`config.mk`:
```
export PLATFORM = sky130hd
export DESIGN_NAME = calendar_day_incrementer
export DESIGN_NICKNAME = d
export VERILOG_FILES = /design/src/hw/rtl/cdi_pkg.sv /design/src/hw/rtl/cdi_month_days.sv /design/src/hw/rtl/cdi_next_day.sv /design/src/hw/rtl/calendar_day_incrementer.sv
export SDC_FILE = /design/constraint.sdc
export NUM_CORES = 1
export LEC_CHECK = 0
export CAP_MARGIN = 10
export CORE_MARGIN = 4
export CORE_UTILIZATION = 61
export CTS_BUF_LIST = sky130_fd_sc_hd__clkbuf_4 sky130_fd_sc_hd__clkbuf_8
export DETAILED_ROUTE_END_ITERATION = 7
export DONT_BUFFER_PORTS = 1
export PLACE_DENSITY = 0.8
export SYNTH_ARGS = -nofsm -noshare
export SYNTH_HDL_FRONTEND = slang
export SYNTH_SLANG_ARGS = --single-unit
```
`constraint.sdc`:
```
create_clock -name clk -period 11.4 [get_ports clk]
set_input_delay 0 -clock clk [delete_from_list [all_inputs] [get_ports clk]]
set_output_delay 0 -clock clk [all_outputs]
set_load 0.005 [all_outputs]
```
`src/hw/rtl/cdi_pkg.sv`:
```
// Package for the calendar day incrementer: item structs, limits and month lengths.
// No dependencies; every other file in hw/rtl imports it.
package cdi_pkg;

  localparam int unsigned MonthsInYear = 12;
  localparam logic [3:0]  MonthJan     = 4'd1;
  localparam logic [3:0]  MonthFeb     = 4'd2;
  localparam logic [5:0]  DayTop       = 6'd63;
  localparam logic [5:0]  DayFirst     = 6'd1;
  localparam logic signed [15:0] YearTop = 16'sh7FFF;

  // Offset that makes every 16-bit year positive while keeping it modulo 400.
  localparam logic [16:0] LeapOffset   = 17'd40000;
  // Reciprocal of 100 scaled by 2^24, rounded up; exact for values below 2^17.
  localparam logic [17:0] Recip100     = 18'd167773;
  localparam int unsigned Recip100Shift = 24;

  localparam logic [2:0] WeekdayNone   = 3'd0;
  localparam logic [2:0] WeekdayMonday = 3'd1;
  localparam logic [2:0] WeekdaySunday = 3'd7;

  typedef struct packed {
    logic              has_year;
    logic signed [15:0] year_value;
    logic              has_month;
    logic [3:0]        month_value;
    logic [5:0]        day_value;
    logic              has_weekday;
    logic [2:0]        weekday;
  } cdi_in_t;

  typedef struct packed {
    logic signed [15:0] year_out;
    logic [3:0]        month_out;
    logic [5:0]        day_out;
    logic [2:0]        weekday_out;
    logic              saturated;
  } cdi_out_t;

  // Month lengths with February at 29; unknown month codes count as 31 days.
  function automatic logic [4:0] month_len_base(input logic [3:0] m);
    logic [4:0] len;
    case (m)
      4'd2:    len = 5'd29;
      4'd4:    len = 5'd30;
      4'd6:    len = 5'd30;
      4'd9:    len = 5'd30;
      4'd11:   len = 5'd30;
      default: len = 5'd31;
    endcase
    return len;
  endfunction

endpackage

```
`src/hw/rtl/cdi_month_days.sv`:
```
// Length of a month, with the Gregorian leap year rule applied to February when a nonzero year is given.
// Depends on cdi_pkg.
module cdi_month_days
  import cdi_pkg::*;
(
  input  logic              has_year,
  input  logic signed [15:0] year_value,
  input  logic [3:0]        month_value,
  output logic [4:0]        days
);

  logic [16:0] year_pos;
  logic [34:0] prod;
  logic [10:0] quot100;
  logic [16:0] back100;
  logic        div4;
  logic        div100;
  logic        div400;
  logic        leap;

  // The offset year stays positive, so the century test is an exact
  // reciprocal multiply followed by a check that the quotient maps back.
  assign year_pos = {year_value[15], year_value} + LeapOffset;
  assign prod     = 35'(year_pos) * 35'(Recip100);
  assign quot100  = prod[Recip100Shift +: 11];
  assign back100  = {quot100, 6'b0} + {1'b0, quot100, 5'b0} + {4'b0, quot100, 2'b0};
  assign div4     = (year_pos[1:0] == 2'b00);
  assign div100   = (back100 == year_pos);
  assign div400   = div100 && (quot100[1:0] == 2'b00);
  assign leap     = div4 && (!div100 || div400);

  always_comb begin
    days = month_len_base(month_value);
    if (has_year && (year_value != 16'sd0) && (month_value == MonthFeb) && !leap) begin
      days = 5'd28;
    end
  end

endmodule

```
`src/hw/rtl/cdi_next_day.sv`:
```
// Next-day arithmetic for one registered item: weekday, day, month and year roll.
// Depends on cdi_pkg and cdi_month_days.
module cdi_next_day
  import cdi_pkg::*;
(
  input  cdi_in_t  item,
  output cdi_out_t result
);

  logic [4:0] days;

  cdi_month_days u_month_days (
    .has_year    (item.has_year),
    .year_value  (item.year_value),
    .month_value (item.month_value),
    .days        (days)
  );

  always_comb begin
    result.year_out  = item.year_value;
    result.month_out = item.month_value;
    result.day_out   = item.day_value;
    result.saturated = 1'b0;

    // Weekday advances Monday through Sunday and wraps; a zero code stays zero.
    if (!item.has_weekday) begin
      result.weekday_out = WeekdayNone;
    end else if (item.weekday == WeekdaySunday) begin
      result.weekday_out = WeekdayMonday;
    end else if (item.weekday == WeekdayNone) begin
      result.weekday_out = WeekdayNone;
    end else begin
      result.weekday_out = item.weekday + 3'd1;
    end

    if (item.has_month) begin
      if (item.day_value < {1'b0, days}) begin
        result.day_out = item.day_value + 6'd1;
      end else if (32'(item.month_value) < MonthsInYear) begin
        result.month_out = item.month_value + 4'd1;
        result.day_out   = DayFirst;
      end else if (item.has_year) begin
        if (item.year_value == YearTop) begin
          result.saturated = 1'b1;
        end else begin
          result.year_out  = item.year_value + 16'sd1;
          result.month_out = MonthJan;
          result.day_out   = DayFirst;
        end
      end
    end else begin
      if (item.day_value == DayTop) begin
        result.saturated = 1'b1;
      end else begin
        result.day_out = item.day_value + 6'd1;
      end
    end
  end

endmodule

```
`src/hw/rtl/calendar_day_incrementer.sv`:
```
// Top level of the calendar day incrementer: input register, next-day logic, result register.
// Depends on cdi_pkg and cdi_next_day.
//
//   Channel   Handshake              Payload     Direction
//   --------  ---------------------  ----------  ---------
//   input     start high, busy low   date        in
//   result    done high, one cycle   next_date   out
//
// An item is taken at every clock edge where start is high; busy is never raised,
// so the block sustains one item per cycle. Each item passes through the input
// register and then the result register on its way to next_date, and done is
// high for a single cycle as it arrives there. The receiver cannot stall,
// so no item is ever held back. The synchronous reset clears the two valid flags.
module calendar_day_incrementer
  import cdi_pkg::*;
(
  input  logic     clk,
  input  logic     rst,
  input  logic     start,
  output logic     busy,
  input  cdi_in_t  date,
  output logic     done,
  output cdi_out_t next_date
);

  logic     in_valid;
  cdi_in_t  in_item;
  cdi_out_t result_next;

  // Nothing inside can back up, so the input side is always open.
  assign busy = 1'b0;

  // The input register only holds the item; the result register drives the outputs.
  always_ff @(posedge clk) begin
    if (rst) begin
      in_valid <= 1'b0;
      done     <= 1'b0;
    end else begin
      in_valid <= start && !busy;
      done     <= in_valid;
    end
    if (start && !busy) begin
      in_item <= date;
    end
    if (in_valid) begin
      next_date <= result_next;
    end
  end

  // All of the calendar arithmetic sits between the two registers.
  cdi_next_day u_next_day (
    .item   (in_item),
    .result (result_next)
  );

endmodule
```
==> summary.md <==
| Metric | Value |
|---|---|
| Status | `complete, no violations` |
| Total GRT Usage | `0.2784` |
| Critical Path RT | `11.48 ns` |
| Routed Antenna Nets | `0` |
| Fin Setup TNS | `0 ns` |
| Synth Area in Adders | `0.4564` |
| Worst hold-check path type | `in -> reg` |
| #FFs+latches synth | `64` |
| WL/cell | `19.85 um` |
| Post-synth EDFFs | `slightly above 60` |
| Worst-margin pin slew | `0.6657 ns` |
| First drt pass iteration count | `6` |
| Main combinational cell family by area after synthesis | `adder cells` |
| Largest net degree at the start of global routing | `33` |
| Hold path startpoint | `date[8]` |
| Multiplexer share of the synthesized area | `0.009504` |
| CP max-delay cell | `fa_1` |
| Max Clock Freq | `0.09215 GHz` |
| # rows | `45` |
| Most frequent cells in the layout | `222 x inv_1, 172 x ha_1, 108 x fa_1` |
| GPL Wtd Cong | `0.9876` |
| R2R setup slack | `0.55 ns` |
| Layout cells sized above 1 | `0.06893` |
| Clock root buffer | `clkbuf_8` |
| Setup violators final | `0` |
| Crit Path Max Fanout | `11` |
| Area growth syn-to-layout | `10.03%` |
| Nets | `1,314` |
| Crit path time final | `10.85 ns` |
| Initial Utilization | `0.6235` |
| Normalized max-slew margin | `0.5562` |
| First-pass GRT wire length | `roughly 39,000 um` |
| Max-slew violation count | `0` |
| Simple-gate portion of the synthesized area | `0.09794` |
| Setup crit end kind | `flop` |
| Post-synthesis cell count | `just over 900` |
| Number of max-cap violations | `0` |
| CTS tree | `done` |
| Horiz. Die Dim | `132.7 um` |
| Final HPWL DP | `18,500 um` |
| Capture point of the worst path | `next_date[26]$_DFFE_PP_` |
| Diodes inserted | `0` |
| Die Ht | `132.7 um` |
| Ys async rst share | `0` |
| Fin. Hold Viols | `0` |
| Worst skew pair latency | `between 0.3 and 0.4 ns` |
| DR iter-0 viols | `approximately 680` |
| Total Wirelength | `23,610 um` |
| Post-Synth XOR/XNOR Area | `0.05504` |
| Most common cell on crit path | `fa_1` |
| Worst r2r dst | `next_date[26]$_DFFE_PP_` |
| DRC viols | `0` |
| Fin crit share | `0.9520` |
| Vias/cell | `just under 6` |
| Core area | `0.01520 sq mm` |
| Commonest non-fill, non-tap cell in the layout | `inv_1` |
| Worst path max stage delay | `around 0.6 ns` |
| CTS max path bufs | `2` |
| Compound-gate portion of the synthesized area | `0.08184` |
| CTS sink cnt | `64` |
| Setup CP Type | `reg -> reg` |
| Worst r2r src | `in_item[25]$_DFFE_PP_` |
| Die area | `0.01760 sq mm` |
| Start point of the critical path | `in_item[25]$_DFFE_PP_` |
| Ys flop type | `edfxtp_1` |
| Ys Warns | `0` |
| CTS buffer count | `9` |
| Sequential-to-total area share from yosys stat | `0.2006` |
| Ports | `67` |
| CP Launch Type | `flop` |
| Mapped Avg Cell Area | `~10 sq um` |
| Path depth of the worst reg2reg path | `37` |
| GR Overflow Total | `0` |
| CTS HTree Levels | `3` |
| I/O Buffers | `0` |
| Antenna violations before repair | `0` |
| Vias | `6,907` |
| Vias in the first global route | `7,410` |
| Worst-path clk slew | `~0.07 ns` |
| Fin Clk Skew | `0.01378 ns` |
| CP arrival | `10.93 ns` |
| Cell area after synthesis | `0.009479 sq mm` |
| Number of distinct library cells after synthesis | `68` |
-- repair_timing --
action,in CTS,in global routing
hold buffers,36,0
setup buffers,0,15
endpoints found under the setup margin,0,25
hold endpoints to repair,66,0
gates resized for setup,0,11
-- cell usage after synthesis (13+ instances only) --
| cell | number | area [sq um] |
|---|---|---|
| nor2_1 | 42 | 157.7 |
| a21oi_1 | 26 | 130.1 |
| inv_1 | 223 | 837.1 |
| a21o_1 | 13 | 97.59 |
| o21ai_0 | 13 | 65.06 |
| xor2_1 | 14 | 122.6 |
| nand2_1 | 38 | 142.6 |
| fa_1 | 108 | 2162 |
| ha_1 | 173 | 2165 |
| xnor2_1 | 29 | 254.0 |
| nand3_1 | 24 | 120.1 |
| edfxtp_1 | 62 | 1862 |
-- how the worst min path moves through the flow --
stage               cells after the start               endpoint  slack, ns
finish                                  1   in_item[8]$_DFFE_PP_       0.28
global route                            1  in_item[11]$_DFFE_PP_       0.27
CTS                                     1   in_item[8]$_DFFE_PP_       0.27
detailed placement                      1    in_valid$_SDFF_PP0_       0.07
global placement                        1    in_valid$_SDFF_PP0_       0.07
floorplan                               1        done$_SDFF_PP0_       0.07
-- through the flow --
stage	setup slack (ns)	utilization	instances	hold WS (ns)	area (sq um)
4_1_cts	0.2404	0.6753	1174	0.2733	10270
3_5_place_dp	0.3067	0.6407	1124	0.07345	9741
6_report	0.5477	0.6861	1189	0.2848	10430
5_1_grt	-0.001590	0.6861	1189	0.2671	10430
3_3_place_gp	0.3453	0.6407	1124	0.07291	9741
2_1_floorplan	0.8088	-	938	0.07161	9490
-- critical path, delay by kind of cell (launching register included) --
kind,cells,cell delay (ns)
AO/OA/AOI/OAI,5,1.40
XOR/XNOR,3,0.76
AND/OR/NAND/NOR,12,2.44
multiplexers,1,0.30
buffers and inverters,7,0.71
flip-flops,1,0.49
adder cells (fa/ha/maj),9,4.48
-- metal layers --
metal / GRT usage / wire length, um
met1: 0.3679 / 9316
met2: 0.4628 / 11450
met3: 0.05741 / 1939
met4: 0.08949 / 899
met5: 0 / 0
-- logic make-up (layout without fill, tap and decap cells) --
kind of cell,after synthesis,after routing
adder cells (fa/ha/maj),281,281
other,2,5
AND/OR/NAND/NOR,181,181
flip-flops,64,64
buffers and inverters,239,302
multiplexers,8,8
AO/OA/AOI/OAI,110,110
XOR/XNOR,50,50
-- area by class of cell --
| class | instances | area [sq um] |
|---|---|---|
| Multi-Input combinational cell | 635 | 6713 |
| Clock buffer | 12 | 146.4 |
| Clock inverter | 2 | 8.758 |
| Inverter | 223 | 837.1 |
| Sequential cell | 64 | 1902 |
| Timing Repair Buffer | 65 | 588.1 |
| Fill cell | 1074 | 4772 |
| Tap cell | 188 | 235.2 |
-- sequential cells by signal, summed over array words and instances (netlist names) --
name	cells
next_date	30
done	1
in_valid	1
in_item	32
Power is left out: the tool's default activity adds up to more than one toggle a clock period on the data nets, which glitch-free logic cannot reach.
